==> config.mk <==
export PLATFORM = sky130hd
export DESIGN_NAME = hav_cordic_cell
export DESIGN_NICKNAME = d
export VERILOG_FILES = /design/src/hav_pkg.sv /design/src/hav_cordic_cell.sv
export SDC_FILE = /design/constraint.sdc
export NUM_CORES = 1
export LEC_CHECK = 0
export ABC_AREA = 1
export BUFFER_PORTS_ARGS = -buffer_cell sky130_fd_sc_hd__buf_2
export CAP_MARGIN = 0
export CELL_PAD_IN_SITES_DETAIL_PLACEMENT = 1
export CELL_PAD_IN_SITES_GLOBAL_PLACEMENT = 1
export CORE_ASPECT_RATIO = 1.75
export CORE_UTILIZATION = 38
export CTS_CLUSTER_SIZE = 14
export DETAILED_ROUTE_END_ITERATION = 7
export PLACE_DENSITY = 0.86
export SKIP_LAST_GASP = 1
export SYNTH_ARGS = -nofsm -noshare
export SYNTH_HDL_FRONTEND = slang
export SYNTH_SLANG_ARGS = --single-unit
==> constraint.sdc <==
create_clock -name clk -period 6.18 [get_ports clk]
set_input_delay 1.236 -clock clk [delete_from_list [all_inputs] [get_ports clk]]
set_output_delay 1.236 -clock clk [all_outputs]
set_load 0.02 [all_outputs]
==> src/hav_pkg.sv <==
`default_nettype none
package hav_pkg;

  // angle and vector widths inside the datapath
  localparam int ZW = 36;
  localparam int XW = 36;
  localparam int SQ_STEPS = 32;
  localparam int TABLE_LEN = 40;

  localparam logic [1:0] REG_REF_LAT = 2'd0;
  localparam logic [1:0] REG_REF_LON = 2'd1;
  localparam logic [1:0] REG_RADIUS  = 2'd2;

  localparam logic [30:0] RAD_PER_UNIT_Q60 = 31'd2012227627;
  localparam logic signed [XW-1:0] KINV_Q32 = 36'sd2608131496;
  localparam logic signed [ZW-1:0] PI_Q30 = 36'sd3373259426;
  localparam logic signed [ZW-1:0] HALF_PI_Q30 = 36'sd1686629713;
  localparam logic signed [ZW-1:0] TWO_PI_Q30 = 36'sd6746518852;
  localparam logic [22:0] EARTH_RADIUS_M = 23'd6371000;
  localparam logic [24:0] DIST_MAX_M = 25'd20015087;

  typedef struct packed {
    logic signed [30:0] point_lat;
    logic signed [31:0] point_lon;
  } hav_in_t;

  typedef struct packed {
    logic [24:0] distance_m;
    logic        within_radius;
  } hav_out_t;

  typedef struct packed {
    logic signed [XW-1:0] x;
    logic signed [XW-1:0] y;
    logic signed [ZW-1:0] z;
  } hav_cv_t;

  typedef struct packed {
    logic [63:0] rem;
    logic [31:0] root;
  } hav_sq_t;

  // atan(2^-i) in Q30, floored
  function automatic logic [29:0] atan_q30(input int i);
    logic [29:0] v;
    case (i)
      0: v = 30'd843314856;
      1: v = 30'd497837829;
      2: v = 30'd263043836;
      3: v = 30'd133525158;
      4: v = 30'd67021686;
      5: v = 30'd33543515;
      6: v = 30'd16775850;
      7: v = 30'd8388437;
      8: v = 30'd4194282;
      9: v = 30'd2097149;
      10: v = 30'd1048575;
      11: v = 30'd524287;
      12: v = 30'd262143;
      13: v = 30'd131071;
      14: v = 30'd65535;
      15: v = 30'd32767;
      16: v = 30'd16383;
      17: v = 30'd8191;
      18: v = 30'd4095;
      19: v = 30'd2047;
      20: v = 30'd1023;
      21: v = 30'd511;
      22: v = 30'd255;
      23: v = 30'd127;
      24: v = 30'd63;
      25: v = 30'd31;
      26: v = 30'd15;
      27: v = 30'd7;
      28: v = 30'd3;
      29: v = 30'd1;
      default: v = 30'd0;
    endcase
    return v;
  endfunction

endpackage
`default_nettype wire

==> src/hav_cordic_cell.sv <==
`default_nettype none
module hav_cordic_cell import hav_pkg::*; #(
  parameter int STEP = 0,
  parameter bit VECTORING = 1'b0
) (
  input  logic    clk,
  input  hav_cv_t din,
  output hav_cv_t dout
);

  localparam logic signed [ZW-1:0] ANGLE = ZW'(atan_q30(STEP));

  logic signed [XW-1:0] xi, yi, xs, ys;
  logic signed [ZW-1:0] zi;
  logic dir;
  hav_cv_t nxt;

  always_comb begin
    xi = din.x;
    yi = din.y;
    zi = din.z;
    xs = xi >>> STEP;
    ys = yi >>> STEP;
    dir = VECTORING ? (yi < 0) : (zi >= 0);
    if (dir) begin
      nxt.x = xi - ys;
      nxt.y = yi + xs;
      nxt.z = zi - ANGLE;
    end else begin
      nxt.x = xi + ys;
      nxt.y = yi - xs;
      nxt.z = zi + ANGLE;
    end
  end

  always_ff @(posedge clk) begin
    dout <= nxt;
  end

endmodule
`default_nettype wire

==> impl_metrics.yaml <==
global_route:
  antenna_found_initial: 5
  grt_pass1_vias: 15200
  grt_overflow_total: 0
  grt_max_degree: 52
  grt_pass1_wl_um: 81800
  gr-usage-all-layers_pct: 33.9
sta:
  drv_slew: 0
  hold_viol_final: 0
  worst_pin_slew_ns: 0.841
  setup_viol: 0
  grt_setup_unrepaired: "no"
  max_freq_ghz: 0.190
  fin_crit_sh_pct: 85.1
  max-slew-margin-rel_pct: 43.4
  tns_ns: 0
  min_period_ns: 5.26
drt:
  drtIter0Drc: 562
  via_per_inst: 5.45
  dr.pass1.iters: 4
  vias: 14100
  ant_nets: 0
  avgRoutedWirePerCell_um: 21.0
  drc_errors: 0
  wl_um: 54300
synthesis:
  synth.cell_area_um2: 12000
  synth_area_leaders: "dfxtp_1 (18%), nand2_1 (17%), ha_1 (14%), inv_1 (9.2%), nand3_1 (7.1%)"
  yosys.area.top_type_share_pct: 17.8
  yosysWarnings: 0
  synthesis.nets: 2249
  yosysUniqueCellTypes: 46
  syn_area_per_cell_um2: 6.03
  seq_area_frac_synth_pct: 17.8
  yosysTopAreaCell: "dfxtp_1"
  ys_ff_latch: 107
  synthCells: 1999
cts:
  cts_made_buffers: 9
  htreeDepth: 3
  cts_resized: 0
  cts_buffer_depth: 2
  path_clk_slew_ns: 0.08
  cts_root_buf: "clkbuf_16"
  post-cts-setup-buffers: 0
  numClockSinks: 107
  cts_tree: "done"
  hold_buffers: 0
critical_path:
  worstPathCellList: "buf_2 > inv_1 > ha_1 > nand3_1 > nor2_1 > nand4_1 > nor2_2 > nor2_4 > buf_4 > ha_1 > a21oi_1 > nand2_1 > a21boi_0 > o21ai_0 > nand2_1 > nand2_1 > xor2_1"
  cp_slowest_cell: "nor2_4"
  cp_max_fo: 51
  worstPathRequired_ns: 6.45
  worstSetupPathType: "in -> reg"
  critPathCaptureType: "flip-flop"
  worstPathArrival_ns: 5.53
  start_kind: "primary input"
  crit_path_frequent_cell: "nand2_1"
  slowest_delay_ns: 0.63
pwr:
  ir_drop_uv: 152
  leakage_nw: 7.39
  clockPowerShare_pct: 20.1
  p_sw_share_pct: 46.3
  pwr-share-seq_pct: 29.7
  p_sw_w: 0.00135
  p_comb_share_pct: 50.3
  p_int_w: 0.00156
  powerDensity_nw_per_um2: 214
floorplanning:
  start_util_pct: 38.9
  rows: 85
  io_pins: 217
  dieArea_um2: 32400
  die_x_um: 137
  coreArea_um2: 30900
  dieHeight_um: 238
hold_path:
  hold_class: "in -> reg"
  holdPathStages: 1
place:
  post_dp_cell_area_um2: 13300
  post-place-cells: 2563
  portBuffers: 216
  routabilityCongestion: 0.974
  dp_hpwl_um: 47100
finish:
  max_flop_register: "dout"
  final_cell_area_um2: 13600
  area_delta_synth_final_pct: 13.0
  largestRegisters: "dout x107"
  fin_nets: 2433
  nFillCells: 4392
  largest_register_ffs: 107
  fin_cells: 2582
  register_area_um2: 2140
  layout-drive-gt1-share_pct: 12.8
  multi_input_area_um2: 8450
job:
  maxCapViolations: 0
outcome:
  status: "complete, no violations"
-- worst paths after layout --
| kind | startpoint | end | slack [ns] |
|---|---|---|---|
| worst max-delay path | din[35] | dout[24] | 0.92 |
| worst min-delay path | din[0] | dout[0] | 0.97 |
-- routing by layer --
metal	vias up	global-route usage, %	wire (µm)
met5	-	0	13
met4	2	30.7	5270
li1	6755	-	-
met1	6581	29.9	18100
met2	490	63.9	28700
met3	245	5.08	2250
-- synthesized netlist by cell type, drive strengths merged --
master  number
buf         41
clkbuf       5
nor2       181
fa           4
o21bai      20
a21boi       4
inv        302
ha         137
nand4       21
a21o         9
a31oi        6
nor4         7
nand3      175
o211ai       5
and2         1
a21oi      168
xnor2       10
nand2      575
or2          5
dfxtp      107
o21ai      137
xor2        52
nor3        19
o21a         7
a211oi       1
-- worst max-delay path: cells and delay by family --
kind                     cells  cell delay (ns)
buffers and inverters        3             0.81
adder cells (fa/ha/maj)      2             0.69
AO/OA/AOI/OAI                3             1.16
XOR/XNOR                     1             0.14
AND/OR/NAND/NOR              8             1.42
-- power groups by stage --
stage / sequential [W] / combinational (W) / clock (W)
after floorplan: 0.00105 / 0.000753 / 0
after global placement: 0.000877 / 0.00141 / 0
after detailed placement: 0.000879 / 0.00144 / 0
after CTS: 0.000863 / 0.00145 / 0.000596
after global routing: 0.000875 / 0.00159 / 0.000620
final: 0.000862 / 0.00146 / 0.000584
-- cell families after synthesis --
logic type / after synthesis / synth area share (%)
buffers and inverters: 348 / 12.1
flip-flops: 107 / 17.8
AND/OR/NAND/NOR: 984 / 34.5
adder cells (fa/ha/maj): 141 / 14.9
AO/OA/AOI/OAI: 357 / 16.2
XOR/XNOR: 62 / 4.51
-- stage by stage --
stage / power, W / worst slack, ns / hold slack, ns / utilization, %
finish: 0.00291 / 0.918 / 0.965 / 44.0
global route: 0.00308 / 0.583 / 0.972 / 44.0
floorplan: 0.00180 / 2.45 / 1.26 / -
global placement: 0.00229 / 0.692 / 1.35 / 43.0
CTS: 0.00291 / 0.961 / 0.959 / 43.9
detailed placement: 0.00232 / 0.546 / 1.36 / 43.0
-- cell type report --
class,count,share of cell area [%]
diodes,4,0.0735
clock buffers,14,2.01
clock inverters,1,0.0552
inverters,302,8.35
multi-input cells,1544,62.1
flip-flops and latches,107,15.7
well taps,391,3.59
repair buffers,219,8.11
-- placed cells by master (no fill, tap or decap), drive strengths merged, types with 9 or more instances in the layout --
| master | count |
|---|---|
| o21bai | 20 |
| dfxtp | 107 |
| inv | 302 |
| a21o | 9 |
| xor2 | 52 |
| xnor2 | 10 |
| ha | 137 |
| a21oi | 168 |
| nor3 | 19 |
| nand2 | 575 |
| buf | 219 |
| clkbuf | 14 |
| nand4 | 21 |
| o21ai | 137 |
| nand3 | 175 |
| nor2 | 181 |
(Power assumes the default switching activity.)
