<file path="src/hav_pkg.sv">
`default_nettype none
package hav_pkg;

  // angle and vector widths inside the datapath
  localparam int ZW = 36;
  localparam int XW = 36;
  localparam int SQ_STEPS = 32;
  localparam int TABLE_LEN = 40;

  localparam logic [1:0] REG_REF_LAT = 2'd0;
  localparam logic [1:0] REG_REF_LON = 2'd1;
  localparam logic [1:0] REG_RADIUS  = 2'd2;

  localparam logic [30:0] RAD_PER_UNIT_Q60 = 31'd2012227627;
  localparam logic signed [XW-1:0] KINV_Q32 = 36'sd2608131496;
  localparam logic signed [ZW-1:0] PI_Q30 = 36'sd3373259426;
  localparam logic signed [ZW-1:0] HALF_PI_Q30 = 36'sd1686629713;
  localparam logic signed [ZW-1:0] TWO_PI_Q30 = 36'sd6746518852;
  localparam logic [22:0] EARTH_RADIUS_M = 23'd6371000;
  localparam logic [24:0] DIST_MAX_M = 25'd20015087;

  typedef struct packed {
    logic signed [30:0] point_lat;
    logic signed [31:0] point_lon;
  } hav_in_t;

  typedef struct packed {
    logic [24:0] distance_m;
    logic        within_radius;
  } hav_out_t;

  typedef struct packed {
    logic signed [XW-1:0] x;
    logic signed [XW-1:0] y;
    logic signed [ZW-1:0] z;
  } hav_cv_t;

  typedef struct packed {
    logic [63:0] rem;
    logic [31:0] root;
  } hav_sq_t;

  // atan(2^-i) in Q30, floored
  function automatic logic [29:0] atan_q30(input int i);
    logic [29:0] v;
    case (i)
      0: v = 30'd843314856;
      1: v = 30'd497837829;
      2: v = 30'd263043836;
      3: v = 30'd133525158;
      4: v = 30'd67021686;
      5: v = 30'd33543515;
      6: v = 30'd16775850;
      7: v = 30'd8388437;
      8: v = 30'd4194282;
      9: v = 30'd2097149;
      10: v = 30'd1048575;
      11: v = 30'd524287;
      12: v = 30'd262143;
      13: v = 30'd131071;
      14: v = 30'd65535;
      15: v = 30'd32767;
      16: v = 30'd16383;
      17: v = 30'd8191;
      18: v = 30'd4095;
      19: v = 30'd2047;
      20: v = 30'd1023;
      21: v = 30'd511;
      22: v = 30'd255;
      23: v = 30'd127;
      24: v = 30'd63;
      25: v = 30'd31;
      26: v = 30'd15;
      27: v = 30'd7;
      28: v = 30'd3;
      29: v = 30'd1;
      default: v = 30'd0;
    endcase
    return v;
  endfunction

endpackage
`default_nettype wire

</file>
<file path="src/hav_sqrt_cell.sv">
`default_nettype none
module hav_sqrt_cell import hav_pkg::*; #(
  parameter int K = 31
) (
  input  logic    clk,
  input  hav_sq_t din,
  output hav_sq_t dout
);

  logic [65:0] rem_w, trial;
  hav_sq_t nxt;

  // one root bit per cell, restoring
  always_comb begin
    rem_w = {2'b00, din.rem};
    trial = ({34'd0, din.root} << (K + 1)) + (66'd1 << (2 * K));
    nxt = din;
    if (rem_w >= trial) begin
      nxt.rem = 64'(rem_w - trial);
      nxt.root = din.root | (32'd1 << K);
    end
  end

  always_ff @(posedge clk) begin
    dout <= nxt;
  end

endmodule
`default_nettype wire

</file>
<file path="config.mk">
export PLATFORM = sky130hd
export DESIGN_NAME = hav_sqrt_cell
export DESIGN_NICKNAME = d
export VERILOG_FILES = /design/src/hav_pkg.sv /design/src/hav_sqrt_cell.sv
export SDC_FILE = /design/constraint.sdc
export NUM_CORES = 1
export LEC_CHECK = 0
export ABC_AREA = 0
export BUFFER_PORTS_ARGS = -buffer_cell sky130_fd_sc_hd__buf_2
export CORE_MARGIN = 5
export CORE_UTILIZATION = 48
export DETAILED_ROUTE_END_ITERATION = 6
export GPL_ROUTABILITY_DRIVEN = 0
export GPL_TIMING_DRIVEN = 1
export PLACE_DENSITY = 0.8
export RECOVER_POWER = 100
export SYNTH_ARGS = -nofsm -noshare
export SYNTH_HDL_FRONTEND = slang
export SYNTH_SLANG_ARGS = --single-unit
</file>
<file path="constraint.sdc">
create_clock -name clk -period 3.3 [get_ports clk]
set_clock_uncertainty 0.05 [all_clocks]
set_input_delay 0.33 -clock clk [delete_from_list [all_inputs] [get_ports clk]]
set_output_delay 0.33 -clock clk [all_outputs]
set_load 0.005 [all_outputs]
</file>
==> results of run 1 <==
-- Yosys cell counts, types with 3 or more instances --
library cell  count  area, sq um
nor2b_1           5         31.3
inv_1            37          139
nor3_1           12         60.1
a211oi_1          3         22.5
nor4_1           11         68.8
and3_1            8         50.1
and2_1            5         31.3
o31ai_1           9         67.6
o21ai_0          19         95.1
nor2_1           16         60.1
ha_1             33          413
xnor2_1           7         61.3
clkbuf_1          9         33.8
a31o_2            5         43.8
nand4_1           8         50.1
mux2_4           14          210
and4_1            4         35.0
or3_1             6         37.5
dfxtp_1          96         1920
buf_2             6         30.0
a21oi_1          35          175
o41ai_1           7         61.3
nand2_1          27          101
mux2i_1           3         30.0
o21bai_1          4         30.0
a21o_1           19          143
xor2_1            9         78.8
o21a_1            9         67.6
nand3_1          19         95.1
-- critical path: stages --
cell and delay [ns]:
dlygate4sd3_1 0.54, buf_2 0.13, or4_1 0.54, nor3_1 0.22
nand4_1 0.14, nor3_1 0.36, a21o_1 0.31, nor2_1 0.10
buf_4 0.18, o41ai_1 0.48
-- where the power goes --
group	leakage, nW	internal [W]	switching, W
sequential	0.810	0.00127	0.0000286
clock	0.108	0.000374	0.000468
combinational	1.79	0.000309	0.000389
-- cells by family after synthesis --
logic type | count (synthesis)
compound gates | 134
xor+xnor | 16
fa+ha+maj | 34
buf+inv | 55
flops | 96
mux | 17
simple gates | 133
-- how the worst max path moves through the flow --
stage / slack [ns] / depth (start not counted) / to / startpoint
2_1_floorplan: 0.68 / 11 / dout[67] / din[15]
3_3_place_gp: 0.17 / 12 / dout[93] / din[30]
5_1_grt: 0.09 / 11 / dout[87] / din[16]
3_5_place_dp: 0.1 / 11 / dout[69] / din[30]
4_1_cts: 0.48 / 11 / dout[72] / din[30]
6_report: 0.15 / 10 / dout[94] / din[43]
-- cell type report --
class	instances	area (sq um)
Inverter	37	139
Fill cell	902	3480
Sequential cell	96	1920
Multi-Input combinational cell	334	2390
Timing Repair Buffer	206	970
Clock inverter	7	96.3
Tap cell	129	161
Clock buffer	9	124
-- layout by cell type, fill, tap and decap left out, types with 3 or more instances in the layout --
cell type	Yosys	final
nand4_1	8	8
dfxtp_1	96	96
nor2b_1	5	5
and3_1	8	8
and2_1	5	5
and4_1	4	4
ha_1	33	33
dlygate4sd3_1	0	9
a21o_1	19	19
o41ai_1	7	7
o31ai_1	9	9
clkbuf_8	0	9
a31o_2	5	5
xnor2_1	7	7
clkbuf_1	9	92
nand3_1	19	19
nand2_1	27	27
a21oi_1	35	35
a211oi_1	3	3
inv_8	0	3
inv_1	37	37
xor2_1	9	9
mux2i_1	3	3
or3_1	6	6
nor3_1	12	12
o21ai_0	19	19
buf_4	0	4
mux2_1	0	14
nor4_1	11	11
o21a_1	9	9
o21bai_1	4	4
nor2_1	16	17
buf_2	6	98
-- per-layer routing --
layer | up-vias | routed length (microns) | track usage, %
li1 | 2170 | - | -
met1 | 2042 | 5540 | 26.5
met2 | 197 | 6840 | 38.5
met3 | 26 | 988 | 4.92
met4 | 0 | 284 | 7.66
met5 | - | 0 | 0
-- per-stage QoR --
stage	cell area, sq um	setup WS (ns)
2_1_floorplan	4600	0.682
3_3_place_gp	5670	0.165
3_5_place_dp	5670	0.0996
4_1_cts	5890	0.479
5_1_grt	5800	0.0942
6_report	5800	0.153
==> flow_summary.toml, run 1 <==
[status]
status = "completed"

[logic_synthesis]
ys_types = 60
synth.area.mux_share_pct = 5.22
synth_xor_area_share_pct = 3.05
synth-seq-cells = 96
synthesis.nets = 616
syn_area_per_cell_sq_um = 9.48
ys_warn_count = 0
synth-adder-area-share_pct = 9.41
synthCells = 485
synth_top_family_by_area = "compound AO/OA/AOI/OAI gates"
yosys.area_share.simple_pct = 15.5
synth_flop_cell = "dfxtp_1"
netlist_area_sq_mm = 0.00460
synth-edff-count = 0
async_reset_ff_share_pct = 0
synth_compound_area_share_pct = 20.1
synth_seq_area_share_pct = 41.8

[final_layout]
largest_reg_flops = 96
nets = 815
fin_util_pct = 62.5
fin_cells = 818
areaGrowthSynthToFinish_pct = 26.2
reg.largest.list = "dout x96"
n_antenna_cell = 0
drive_gt1_share_pct = 19.2
top_register = "dout"

[worst_setup_path]
critPathCaptureType = "flip-flop"
crit_type = "primary input to flip-flop"
worstSetupStartpointType = "primary input"
worstPathMaxFanout = 7
crit_arrival_ns = 3.32
cp.required_ns = 3.48

[floorplanning]
die_h_microns = 108
die_w_microns = 108
start_util_pct = 49.5
io_pins = 193
dieArea_sq_mm = 0.0116
coreArea_sq_mm = 0.00928
std_cell_rows = 35

[placed_design]
port_buffers = 192
hpwl_microns = 10800
placed_cells_incl_taps = 793

[clock_tree]
clock-root-buffer = "clkbuf_8"
cts-htree-levels = 3
postCtsSetupBuffers = 0
ctsHoldBuffers = 0
clkSinkCount = 96
clockBufferDepth = 2
cts_tree = "yes"
clkTransAtPathRegs_ns = 0.11
cts_resized = 0
numCtsBuffers = 9

[sta]
drv_slew = 0
finalSetupViolations = 0
max_freq_mhz = 318
rsz0062_at_grt = "no"
hold_viol_final = 0
period_share_pct = 95.4
period_needed_ns = 3.15
fin_hold_ws_ns = 0.0200
tns_ns = 0
slew_headroom_pct = 53.0
tightest_slew_ns = 0.698

[worst_hold_path]
hp-start = "din[34]"
holdPathStages = 1
holdCritPathClass = "primary input to flip-flop"
min_to = "dout[34]"

[grt]
antenna_found_initial = 0
grt_pass1_vias = 4283
grt_max_degree = 21
grt_usage_pct = 22.1
overflow = 0
grt_pass1_wl_microns = 20600

[route]
wire_per_inst_microns = 16.7
vias = 4435
routed_wl_microns = 13700
dr.first_iter.drc_count = 322
ant_nets = 0
viasPerCell = 5.42
dr.pass1.iters = 5
drc = 0

[power]
ir_worst_vdd_v = 0.000246
p_leak_nw = 2.71
p_total_w = 0.00284
power-per-cell-area_mw_per_mm2 = 489

[flow_run]
cap_violations = 0
No activity file was read; power rests on OpenSTA's default activity.
==> run 2, diff against run 1 <==
--- a/config.mk
+++ b/config.mk
@@ -12,6 +12,7 @@
 export DETAILED_ROUTE_END_ITERATION = 6
 export GPL_ROUTABILITY_DRIVEN = 0
 export GPL_TIMING_DRIVEN = 1
+export HOLD_SLACK_MARGIN = 0.1
 export PLACE_DENSITY = 0.8
 export RECOVER_POWER = 100
 export SYNTH_ARGS = -nofsm -noshare
==> flow_summary.toml, run 2 (synthesis results as in run 1) <==
[floorplanning]
die_w_microns = 108
coreArea_sq_mm = 0.00928
io_pins = 193
start_util_pct = 49.5
dieArea_sq_mm = 0.0116
std_cell_rows = 35
die_h_microns = 108

[clock_tree]
cts_tree = "yes"
clkTransAtPathRegs_ns = 0.11
cts-htree-levels = 3
clkSinkCount = 96
clockBufferDepth = 2
postCtsSetupBuffers = 0
numCtsBuffers = 9
clock-root-buffer = "clkbuf_8"

[grt]
overflow = 0
grt_usage_pct = 27.1
antenna_found_initial = 0
grt_max_degree = 21
grt_pass1_wl_microns = 24700
grt_pass1_vias = 4945

[power]
power-per-cell-area_mw_per_mm2 = 463
p_comb_share_pct = 27.0
p_switching_w = 0.000943
p_leak_nw = 2.92
p_int_w = 0.00202
seqPwrFrac_pct = 44.0
swShare_pct = 31.9
pwr-share-clk_pct = 29.0
ir_worst_vdd_v = 0.000254
p_total_w = 0.00296

[final_layout]
reg.largest.list = "dout x96"
drive_gt1_share_pct = 17.1
layout_commonest_cell = "clkbuf_1"
multiInputGateArea_sq_mm = 0.00246
nFillCells = 789
regArea_sq_mm = 0.00192
largest_reg_flops = 96
areaGrowthSynthToFinish_pct = 39.0
top_register = "dout"
nets = 869
final_cell_mix = "clkbuf_1, dfxtp_1, buf_2, dlygate4sd3_1, inv_1"

[placed_design]
port_buffers = 192
hpwl_microns = 10800

[sta]
period_share_pct = 99.0
tns_ns = 0
finalSetupViolations = 0
max_freq_mhz = 306
hold_viol_final = 0
period_needed_ns = 3.27
slew_headroom_pct = 55.8
drv_slew = 0
tightest_slew_ns = 0.656

[worst_setup_path]
critPathCaptureType = "flip-flop"
cp.required_ns = 3.48
crit_arrival_ns = 3.44
worstSetupStartpointType = "primary input"
crit_type = "primary input to flip-flop"
worstPathMaxFanout = 6

[status]
status = "completed"

[route]
dr.pass1.iters = 5
viasPerCell = 5.56
drc = 0
vias = 4852
ant_nets = 0
dr.first_iter.drc_count = 427
wire_per_inst_microns = 18.4
routed_wl_microns = 16100

[flow_run]
cap_violations = 0

[worst_hold_path]
holdCritPathClass = "primary input to flip-flop"
## run 2: final cells by class
cell class / instances / area share [%]
Clock buffer: 9 / 1.94
Inverter: 37 / 2.17
Antenna cell: 1 / 0.0392
Sequential cell: 96 / 30.1
Multi-Input combinational cell: 334 / 38.5
Clock inverter: 7 / 1.51
Tap cell: 129 / 2.53
Timing Repair Buffer: 260 / 23.2
## run 2: metrics by stage
step                      hold slack (ns)  util, %  instance area [sq um]  std cells  setup slack, ns
final                               0.146     68.8                   6390        873           0.0336
after global routing                0.137     68.8                   6390        872         -0.00816
after CTS                           0.140     70.2                   6520        872           0.0305
after detailed placement            0.396     61.1                   5670        793           0.0996
after global placement              0.393     61.1                   5670        793            0.165
after floorplan                     0.308        -                   4600        485            0.682
## run 2: path summary, 6_finish.rpt
path / startpoint / endpoint / slack [ns] / cells after the start
worst min-delay path: din[31] / dout[31] / 0.15 / 2
worst max-delay path: din[8] / dout[93] / 0.03 / 11
## run 2: power by group through the flow
| stage | Sequential [W] | Combinational [W] | Clock, W |
|---|---|---|---|
| 2_1_floorplan | 0.00134 | 0.000435 | 0 |
| 3_3_place_gp | 0.00132 | 0.000716 | 0 |
| 3_5_place_dp | 0.00132 | 0.000732 | 0 |
| 4_1_cts | 0.00129 | 0.000796 | 0.000858 |
| 5_1_grt | 0.00131 | 0.000871 | 0.000916 |
| 6_report | 0.00130 | 0.000799 | 0.000860 |
## run 2: per-layer routing
layer	routed length (microns)	part of all wire, %	track usage [%]
met5	0	0	0
met3	1190	7.4	5.76
met2	8440	53	50.2
met1	5820	36	29.2
met4	612	3.8	12.4
## run 2: worst max-delay path, cell delays in order
cell and delay [ns]:
dlygate4sd3_1 0.53, clkbuf_1 0.13, inv_1 0.07, ha_1 0.37
and2_1 0.21, and4_1 0.20, o21a_1 0.24, o2111ai_1 0.22
a21boi_1 0.50, nor4_1 0.12, o41ai_1 0.52
## run 2: repair_timing
item	4_1_cts	5_1_grt
gates resized for setup	0	5
hold buffers	63	0
hold endpoints to repair	63	0
endpoints found under the setup margin	0	23
